===== config.mk =====
export PLATFORM = sky130hd
export DESIGN_NAME = signed_decimal_tile_writer
export DESIGN_NICKNAME = d
export VERILOG_FILES = /design/src/design/sdtw_pkg.sv /design/src/design/signed_decimal_tile_writer.sv /design/src/design/sdtw_ctrl.sv /design/src/design/sdtw_datapath.sv
export SDC_FILE = /design/constraint.sdc
export NUM_CORES = 1
export LEC_CHECK = 0
export BUFFER_PORTS_ARGS = -buffer_cell sky130_fd_sc_hd__buf_2
export CORE_MARGIN = 4
export CORE_UTILIZATION = 60
export CTS_CLUSTER_DIAMETER = 30
export CTS_CLUSTER_SIZE = 40
export DETAILED_ROUTE_END_ITERATION = 12
export GPL_TIMING_DRIVEN = 0
export PLACE_DENSITY = 0.81
export SYNTH_ARGS = -nofsm -noshare
export SYNTH_HDL_FRONTEND = slang
export SYNTH_SLANG_ARGS = --single-unit

===== constraint.sdc =====
create_clock -name clk -period 8.4 [get_ports clk]
set_clock_uncertainty 0.15 [all_clocks]
set_input_delay 0.42 -clock clk [delete_from_list [all_inputs] [get_ports clk]]
set_output_delay 0.42 -clock clk [all_outputs]
set_load 0.01 [all_outputs]

===== src/design/sdtw_pkg.sv =====
// shared types and constants for the signed decimal tile writer
// used by sdtw_ctrl, sdtw_datapath and signed_decimal_tile_writer
package sdtw_pkg;

    localparam int MAX_DIGITS = 10;
    localparam int VALUE_BITS = 32;

    localparam int NUMBER_W = 32;
    localparam int BCD_W    = 4 * MAX_DIGITS;
    localparam int STEP_W   = (VALUE_BITS > 1) ? $clog2(VALUE_BITS) : 1;
    localparam int DIGIT_W  = (MAX_DIGITS > 1) ? $clog2(MAX_DIGITS) : 1;

    localparam logic [5:0] TILE_DIGIT_BASE = 6'h01;
    localparam logic [5:0] TILE_MINUS      = 6'h3B;

    typedef struct packed {
        logic [4:0]                 start_col;
        logic [4:0]                 tile_row;
        logic signed [NUMBER_W-1:0] number;
        logic                       to_window;
    } in_item_t;

    typedef struct packed {
        logic [5:0] column;
        logic [4:0] row_out;
        logic       window_out;
        logic [5:0] tile_code;
        logic       last;
    } out_item_t;

    // controller to datapath
    typedef struct packed {
        logic load;
        logic step;
        logic skip;
        logic emit_sign;
        logic emit_digit;
    } dp_cmd_t;

    // datapath to controller
    typedef struct packed {
        logic step_last;
        logic digit_zero;
        logic ptr_zero;
        logic negative;
    } dp_status_t;

    typedef enum logic [4:0] {
        ST_IDLE = 5'b00001,
        ST_CONV = 5'b00010,
        ST_SKIP = 5'b00100,
        ST_SIGN = 5'b01000,
        ST_EMIT = 5'b10000
    } state_t;

endpackage


===== src/design/signed_decimal_tile_writer.sv =====
// top level of the signed decimal tile writer
// depends on sdtw_pkg, sdtw_ctrl and sdtw_datapath

// Takes one signed number per start transaction (start high while busy is
// low) and writes its decimal form as a run of tiles, left to right: a
// minus tile 59 for negative values, then digits as tiles 1 to 10, with
// leading zeros dropped and zero shown as a single tile 1. Each tile is
// presented on result for exactly one cycle with valid high and cannot be
// held off. A number goes through a load, the double-dabble shift loop at
// one bit per cycle, a skip of the leading zero digits, an optional minus
// tile and then the digits at one tile per cycle, after which busy drops.
// The last tile is on result in the first cycle with busy low, and a new
// start may be accepted in that cycle.
module signed_decimal_tile_writer
    import sdtw_pkg::*;
(
    input  logic      clk,
    input  logic      rst_n,
    input  logic      start,
    input  in_item_t  item,
    output logic      busy,
    output logic      valid,
    output out_item_t result
);

    dp_cmd_t    cmd;
    dp_status_t status;

    sdtw_ctrl u_ctrl (
        .clk    (clk),
        .rst_n  (rst_n),
        .start  (start),
        .status (status),
        .cmd    (cmd),
        .busy   (busy)
    );

    sdtw_datapath u_datapath (
        .clk    (clk),
        .rst_n  (rst_n),
        .item   (item),
        .cmd    (cmd),
        .status (status),
        .valid  (valid),
        .result (result)
    );

endmodule


===== src/design/sdtw_ctrl.sv =====
// sequencing state machine for the signed decimal tile writer
// depends on sdtw_pkg; drives commands into sdtw_datapath
module sdtw_ctrl
    import sdtw_pkg::*;
(
    input  logic       clk,
    input  logic       rst_n,
    input  logic       start,
    input  dp_status_t status,
    output dp_cmd_t    cmd,
    output logic       busy
);

    state_t state_reg;
    state_t state_next;

    always_ff @(posedge clk or negedge rst_n)
    begin
        if (!rst_n)
        begin
            state_reg <= ST_IDLE;
        end
        else
        begin
            state_reg <= state_next;
        end
    end

    always_comb
    begin
        state_next = state_reg;
        cmd        = '0;
        unique case (state_reg)
            ST_IDLE:
            begin
                if (start)
                begin
                    cmd.load   = 1'b1;
                    state_next = ST_CONV;
                end
            end
            ST_CONV:
            begin
                cmd.step = 1'b1;
                if (status.step_last)
                begin
                    state_next = ST_SKIP;
                end
            end
            ST_SKIP:
            begin
                // drop leading zero digits, always keep the units digit
                if (status.digit_zero && !status.ptr_zero)
                begin
                    cmd.skip = 1'b1;
                end
                else if (status.negative)
                begin
                    state_next = ST_SIGN;
                end
                else
                begin
                    state_next = ST_EMIT;
                end
            end
            ST_SIGN:
            begin
                cmd.emit_sign = 1'b1;
                state_next    = ST_EMIT;
            end
            ST_EMIT:
            begin
                cmd.emit_digit = 1'b1;
                if (status.ptr_zero)
                begin
                    state_next = ST_IDLE;
                end
            end
            default:
            begin
                state_next = ST_IDLE;
            end
        endcase
    end

    assign busy = (state_reg != ST_IDLE);

endmodule


===== src/design/sdtw_datapath.sv =====
// double-dabble converter, digit pointer and tile output register
// depends on sdtw_pkg; commanded by sdtw_ctrl
module sdtw_datapath
    import sdtw_pkg::*;
(
    input  logic       clk,
    input  logic       rst_n,
    input  in_item_t   item,
    input  dp_cmd_t    cmd,
    output dp_status_t status,
    output logic       valid,
    output out_item_t  result
);

    logic [VALUE_BITS-1:0] bin_reg;
    logic [VALUE_BITS-1:0] bin_next;
    logic [BCD_W-1:0]      bcd_reg;
    logic [BCD_W-1:0]      bcd_next;
    logic [STEP_W-1:0]     step_cnt_reg;
    logic [DIGIT_W-1:0]    ptr_reg;
    logic                  neg_reg;
    logic [5:0]            col_reg;
    logic [4:0]            row_reg;
    logic                  win_reg;
    logic                  valid_reg;
    out_item_t             result_reg;

    logic [63:0]           num_wide;
    logic [VALUE_BITS-1:0] raw;
    logic [VALUE_BITS-1:0] mag;
    logic [BCD_W-1:0]      bcd_adj;
    logic [3:0]            cur_digit;

    assign num_wide = 64'(unsigned'(item.number));
    assign raw      = num_wide[VALUE_BITS-1:0];
    // most negative value negates to 2^(VALUE_BITS-1) as an unsigned magnitude
    assign mag      = raw[VALUE_BITS-1] ? (~raw + 1'b1) : raw;

    // add 3 to every digit of 5 or more, then shift in the next binary bit
    always_comb
    begin
        for (int i = 0; i < MAX_DIGITS; i++)
        begin
            if (bcd_reg[i*4 +: 4] >= 4'd5)
            begin
                bcd_adj[i*4 +: 4] = bcd_reg[i*4 +: 4] + 4'd3;
            end
            else
            begin
                bcd_adj[i*4 +: 4] = bcd_reg[i*4 +: 4];
            end
        end
        bcd_next = {bcd_adj[BCD_W-2:0], bin_reg[VALUE_BITS-1]};
        bin_next = {bin_reg[VALUE_BITS-2:0], 1'b0};
    end

    assign cur_digit = bcd_reg[ptr_reg*4 +: 4];

    always_ff @(posedge clk)
    begin
        if (cmd.load)
        begin
            bin_reg      <= mag;
            bcd_reg      <= '0;
            step_cnt_reg <= '0;
            ptr_reg      <= DIGIT_W'(MAX_DIGITS - 1);
            neg_reg      <= raw[VALUE_BITS-1];
            col_reg      <= {1'b0, item.start_col};
            row_reg      <= item.tile_row;
            win_reg      <= item.to_window;
        end
        else
        begin
            if (cmd.step)
            begin
                bin_reg      <= bin_next;
                bcd_reg      <= bcd_next;
                step_cnt_reg <= step_cnt_reg + 1'b1;
            end
            if ((cmd.skip || cmd.emit_digit) && (ptr_reg != '0))
            begin
                ptr_reg <= ptr_reg - 1'b1;
            end
            if (cmd.emit_sign || cmd.emit_digit)
            begin
                col_reg <= col_reg + 6'd1;
            end
        end
    end

    always_ff @(posedge clk)
    begin
        if (cmd.emit_sign || cmd.emit_digit)
        begin
            result_reg.column     <= col_reg;
            result_reg.row_out    <= row_reg;
            result_reg.window_out <= win_reg;
            result_reg.tile_code  <= cmd.emit_sign ? TILE_MINUS
                                                   : TILE_DIGIT_BASE + {2'b00, cur_digit};
            result_reg.last       <= cmd.emit_digit && (ptr_reg == '0);
        end
    end

    always_ff @(posedge clk or negedge rst_n)
    begin
        if (!rst_n)
        begin
            valid_reg <= 1'b0;
        end
        else
        begin
            valid_reg <= cmd.emit_sign || cmd.emit_digit;
        end
    end

    assign status.step_last  = (step_cnt_reg == STEP_W'(VALUE_BITS - 1));
    assign status.digit_zero = (cur_digit == 4'd0);
    assign status.ptr_zero   = (ptr_reg == '0);
    assign status.negative   = neg_reg;

    assign valid  = valid_reg;
    assign result = result_reg;

    a_cmd_onehot: assert property (@(posedge clk) disable iff (!rst_n)
        $onehot0({cmd.load, cmd.step, cmd.skip, cmd.emit_sign, cmd.emit_digit}))
        else $error("more than one datapath command at once");

    a_tile_range: assert property (@(posedge clk) disable iff (!rst_n)
        valid |-> (result.tile_code == TILE_MINUS) ||
                  ((result.tile_code >= TILE_DIGIT_BASE) &&
                   (result.tile_code <= TILE_DIGIT_BASE + 6'd9)))
        else $error("tile code outside digit and minus range");

    a_minus_not_last: assert property (@(posedge clk) disable iff (!rst_n)
        valid && (result.tile_code == TILE_MINUS) |-> !result.last)
        else $error("minus tile marked as last of run");

    a_sign_then_digit: assert property (@(posedge clk) disable iff (!rst_n)
        cmd.emit_sign |=> cmd.emit_digit)
        else $error("minus tile not followed by a digit");

endmodule


# --- Yosys cells after proc, flatten, opt, wreduce, memory -nomap -nowiden ---
# Index checks and enable logic that the tools add are counted.
classes:
  add_sub_neg: 15
  magnitude_cmp: 10
  n_eq_ne: 11
  shifts: 1
  n_mux: 28
  n_bitwise: 1
  reduce_logical: 12
ops:
  columns: ["cell", "n"]
  rows:
  - ["2-to-1 mux 32 bit", 3]
  - ["greater-or-equal comparator 4 x 3 -> 1 bit (second input constant)", 10]
  - ["indexed part select 40 x 7 -> 4 bit", 1]
  - ["adder 4 x 2 -> 4 bit (second input constant)", 9]
  - ["2-to-1 mux 4 bit", 9]
  - ["2-to-1 mux 5 bit", 7]
  - ["adder 32 x 1 -> 32 bit (second input constant)", 1]
  - ["NOT 32 bit", 1]
  - ["one-hot mux 5 bit (5 select lines)", 1]
  - ["== test 5 bit (second input constant)", 2]
  - ["zero test 4 bit", 2]
  - ["2-to-1 mux 1 bit", 7]
  - ["adder 6 x 1 -> 6 bit (second input constant)", 1]
  - ["!= test 2 bit (second input constant)", 3]
  - ["adder 1 x 4 -> 5 bit (first input constant)", 1]
  - ["adder 5 x 1 -> 5 bit (second input constant)", 1]
  - ["== test 5 x 1 -> 1 bit (second input constant)", 1]
  - ["== test 5 x 2 -> 1 bit (second input constant)", 1]
  - ["== test 5 x 3 -> 1 bit (second input constant)", 1]
  - ["== test 5 x 4 -> 1 bit (second input constant)", 1]
  - ["!= test 5 x 1 -> 1 bit (second input constant)", 1]
  - ["AND reduction 4 bit", 1]
  - ["nonzero test 2 bit", 2]
  - ["nonzero test 4 bit", 1]
  - ["other kinds (7)", 10]
word_totals:
  ff_bits: 119
  input_bits: 46
  out_inout_bits: 21
  elab_cells: 94

# --- Logic depth before layout (Yosys ltp) ---
depth:
  depth_word: 7
  mapped_depth: 13
  ltp_nobuf: 10

# --- By module ---
# From an unflattened synthesis, not the netlist that was laid out.
unflattened:
  cells_unflattened: 652
  hier_area_um2: 6541.3
modules_own_cells:
  columns: ["module", "n_inst", "cells_per_inst", "area_each_um2", "seq_area_each_um2"]
  rows:
  - ["sdtw_datapath", 1, 611, 6198.4, 2917.8]
  - ["sdtw_ctrl", 1, 41, 342.8, 126.4]

# --- Worst setup path before layout ---
# OpenSTA, ideal clock, no wires.
synth_path:
  path_kind: "register -> register"
  startpoint: "register u_datapath.ptr_reg[0]"
  endpoint: "register u_datapath.ptr_reg[1]"
  t_arrival_ns: 2.622
  path_slack_ns: 5.543
  stages_incl_launch_ff: 14
  n_path_buf: 3
  synth_period_minus_slack_ns: 2.857
  path_cell_list: "dfxtp_1 buf_2 buf_2 mux4_2 nand3_1 o21ai_0 inv_1 ha_1 and4b_1 nand4_1 o22ai_1 clkbuf_1 nor2_1 a211oi_1"
synth_between:
  elab_chain_cells: 7
  elab_cells_between_ends: 11
  cone_classes: "add/sub (1); shift (1); mux (2); reduce/logical (7)"
synth_lines:
  columns: ["element", "line_no", "text"]
  rows:
  - ["start: declaration", "sdtw_datapath.sv:20", "logic [DIGIT_W-1:0] ptr_reg;"]
  - ["start signal: assignment", "sdtw_datapath.sv:66", "ptr_reg <= DIGIT_W'(MAX_DIGITS - 1);"]
  - ["start signal: assignment", "sdtw_datapath.sv:82", "ptr_reg <= ptr_reg - 1'b1;"]
  - ["indexed part select 40 x 7 -> 4 bit / zero test 4 bit (equally long branches)", "sdtw_datapath.sv:57, sdtw_datapath.sv:118", null]
  - ["zero test 4 bit / zero test 1 bit (equally long branches)", "sdtw_datapath.sv:117, sdtw_ctrl.sv:53", null]
  - ["logical AND 1 bit", "sdtw_ctrl.sv:53", "if (status.digit_zero && !status.ptr_zero)"]
  - ["2-to-1 mux 1 bit", "sdtw_ctrl.sv:53", null]
  - ["2-to-1 mux 1 bit", "sdtw_ctrl.sv:33", "unique case (state_reg)"]
  - ["logical OR 1 bit", "sdtw_datapath.sv:80", "if ((cmd.skip || cmd.emit_digit) && (ptr_reg != '0))"]
  - ["logical AND 1 bit", "sdtw_datapath.sv:80", null]
# Several ways; a longest one is shown, not always the timed one.
# A chain may end at the register's enable or synchronous reset.

# --- Final worst setup path ---
# Same ends and word-level chain as after synthesis.

==> impl_results.md <==
- Status: finished clean
- Critical Path Sink Type: register
- Max Cap Viol: 0
- First-pass GRT wire length: 23.66 mm
- Clock root buffer: clkbuf_8
- Post-Synth XOR/XNOR Area: 6.743%
- Simple-Gate Fraction of Synth Area: 16.64%
- Fraction of synthesized area in multiplexers: 3.893%
- Post-synth EDFFs: 63
- Routed len/inst: 16.35 um
- N_diodes: 0
- Clock group share of total power: 37.7%
- Pleak: 2.903 nW
- Main combinational cell family by area after synthesis: simple AND/OR/NAND/NOR gates
- Clock transition at the registers of the reported paths: 0.06 ns
- Vias: 5218
- Crit path arrival time: 3.64 ns
- Avg Cell Area, Syn: 9.666 um2
- Max reg flops: 40
- TNS Setup: 0 ns
- Synth Net Count: 718
- Pin count of the biggest net entering global routing: 33
- RSZ-0062 raised after global routing: no
- Synth Warn #: 0
- Worst setup SP type: register
- CTS H-Tree Depth: 4
- Adder-cell share of the synthesized area: 5.418%
- CTS Sinks: 119
- Worst-path maximum fanout: 10
- Synthesized area: 6235 um2
- Post-route ant nets: 0
- Setup CP Type: reg -> reg
- Clock tree buffer depth: 2
- Post-synthesis register bit count: 119
- Pre-CTS setup slack: 4.856 ns
- CP max stage cell: mux4_2
- Total gr overflow: 0
- GP Congestion: 0.9420
- Skew-Pair Late Insertion Delay: 0.53 ns
- I/O pin count: 67
- P per Cell Area: 262.6 nW/um2
- Global Route Usage Sum: 25.42%
- Row cnt: 36
- Synth area leader: edfxtp_1
- Comb pwr share: 19.8%
- Ranking of synthesized cells by area: edfxtp_1 30%, dfxtp_1 16%, o21ai_0 7.1%
- Slew @ Worst Pin: 0.8740 ns
- DRT Pass-1 Iters: 5
- Layout cell share with drive strength beyond 1: 15.29%
- Detailed Route WL: 14.47 mm
- M3 GR Usage: 5.872%
- Clock tree from TritonCTS: yes
- Vias per Instance: 5.896
- Cell Int Power: 0.001369 W
- Initial antenna violation count: 0
- Minimum clock period: 3.353 ns
- Post-DP HPWL: 9.928 mm
- Compound-Gate Fraction of Synth Area: 14.69%
- Core area: 9955 um2
- Crit-path max cell delay: 0.56 ns
- Initial Util: 62.63%
- Main synth FF type: edfxtp_1
- Residual DRC: 0
- Crit Reg-Reg Startpoint: u_datapath.ptr_reg[0]$_SDFFE_PP1P_
- Die Width: 109.9 um
- Die Y: 109.9 um
- Number of DRC markers in iteration 0: 288
- Commonest cells in the netlist: 89 x o21ai_0, 63 x edfxtp_1, 56 x nand2_1, 52 x nand3_1, 50 x dfxtp_1
- IO buf count: 66
- Synth cell types: 44
- Sequential area share after synthesis: 48.83%
- GRT met2 Usage: 43.80%
- Sw Share: 29.90%
- Cell mode on critical path: buf_2
- Die Area: 12090 um2
- Final slew viol count: 0
- Gate Count Post-Synth: 645
- Switch Pwr: 0.0005837 W
- Layout Nets: 812
- Endpoints failing setup: 0
- Required time of the critical path: 8.69 ns
- Worst setup path start: u_datapath.ptr_reg[0]$_SDFFE_PP1P_
- Most instantiated library cell after synthesis: o21ai_0
- Global route hottest layer: met2
- Sequential Power Share: 42.5%
- Synth-to-layout area growth: 19.25%
- Met1 GRT Util: 30.88%
- Period utilization: 39.92%
- Hold wc startpoint: item[39]
- Post-CTS sizing: 0
- Share of flip-flops with an asynchronous set or reset: 5.042%
- PnR worst setup slack: 5.047 ns
- Clock buffer count from CTS: 17
- Area fraction of the dominant cell type after synthesis: 30.34%
- Slew Limit Headroom: 41.73%
- Hold crit path type: in -> reg
- Vias in the first global route: 5086
- Max IR drop VDD: 0.2271 mV
- Final Hold Viols: 0
- Critical Path, Cell by Cell: buf_2, buf_2, mux4_2, nand3_1, o21ai_0, inv_1, ha_1, and4b_1, nand4_1, o22ai_1, clkbuf_1, nor2_1, a211oi_1
- Max Clk Rate: 0.2982 GHz
## power groups by stage
stage / clock [W] / combinational (W) / sequential (W)
finish: 0.000736 / 0.000387 / 0.000829
global route: 0.000774 / 0.000438 / 0.000840
CTS: 0.000738 / 0.000385 / 0.000830
detailed placement: 0 / 0.000377 / 0.000840
global placement: 0 / 0.000360 / 0.000833
floorplan: 0 / 0.000263 / 0.000821
## area by class of cell
class,instances,area [um2]
flip-flops and latches,119,3044
multi-input cells,464,2957
fillers,704,2520
clock buffers,23,499.2
repair buffers,75,420.4
well taps,133,166.4
plain buffers,32,123.9
inverters,30,112.6
clock inverters,9,111.4
## cells in the final DEF (no fill, tap or decap), types with 12 or more instances in the layout
cell type,count
o31ai_1,12
xnor2_1,14
buf_2,69
ha_1,27
clkbuf_16,18
a21oi_1,44
edfxtp_1,63
nand2_1,55
dfxtp_1,50
o21ai_0,89
inv_1,30
clkbuf_1,30
nand3_1,52
nor2_1,43
xor2_1,34
nand2b_1,13
## logic make-up after synthesis
kind of cell | after synthesis
AOI/OAI and AO/OA | 166
xor gates and xnor gates | 48
adders and majority gates | 27
buffers and inverters | 62
DFF | 119
muxes | 14
and+or+nand+nor | 209
## final timing paths
path	cells past startpoint	end	slack (ns)
worst max register to register	13	u_datapath.ptr_reg[1]$_SDFFE_PP0P_	5.05
worst min register to register	0	u_datapath.result[9]$_DFFE_PP_	0.27
max in group asynchronous	2	u_ctrl.state_reg[0]$_DFFE_PN1P_	7.78
min in group asynchronous	2	u_ctrl.state_reg[4]$_DFFE_PN0P_	0.09
worst min-delay path	3	u_datapath.col_reg[1]$_DFFE_PP_	0.03
worst max-delay path	13	u_datapath.ptr_reg[1]$_SDFFE_PP0P_	5.05
## critical path, delay by kind of cell, from the launching register on
family                   cells  cell delay [ns]
AND/OR/NAND/NOR              4             0.47
flip-flops                   1             0.31
AO/OA/AOI/OAI                3             0.58
multiplexers                 1             0.56
adder cells (fa/ha/maj)      1             0.14
buffers and inverters        4             1.04
## per-stage QoR
step                power, W  instance area [um2]  hold WS (ns)  util (%)  cells
finish              0.001953                 7435       0.03477     74.69    885
global placement    0.001193                 6731        0.1020     67.62    844
detailed placement  0.001218                 6731        0.1045     67.62    844
global route        0.002051                 7435       0.02480     74.69    885
floorplan           0.001084                 6235      -0.02559         -    645
CTS                 0.001953                 7432       0.01954     74.66    885
## layer usage
metal	share of wire, %	wire length [um]	vias up
met5	0	0	-
met4	1.7	242	0
met1	41	5971	2491
li1	-	-	2517
met3	6.3	909	25
met2	51	7346	185
## timing repair
action                     4_1_cts  5_1_grt
hold buffers                     9        0
buffers inserted                 0        0
hold endpoints to repair        14        0
setup endpoints to repair        0        0
No activity file was read; power rests on OpenSTA's default activity.
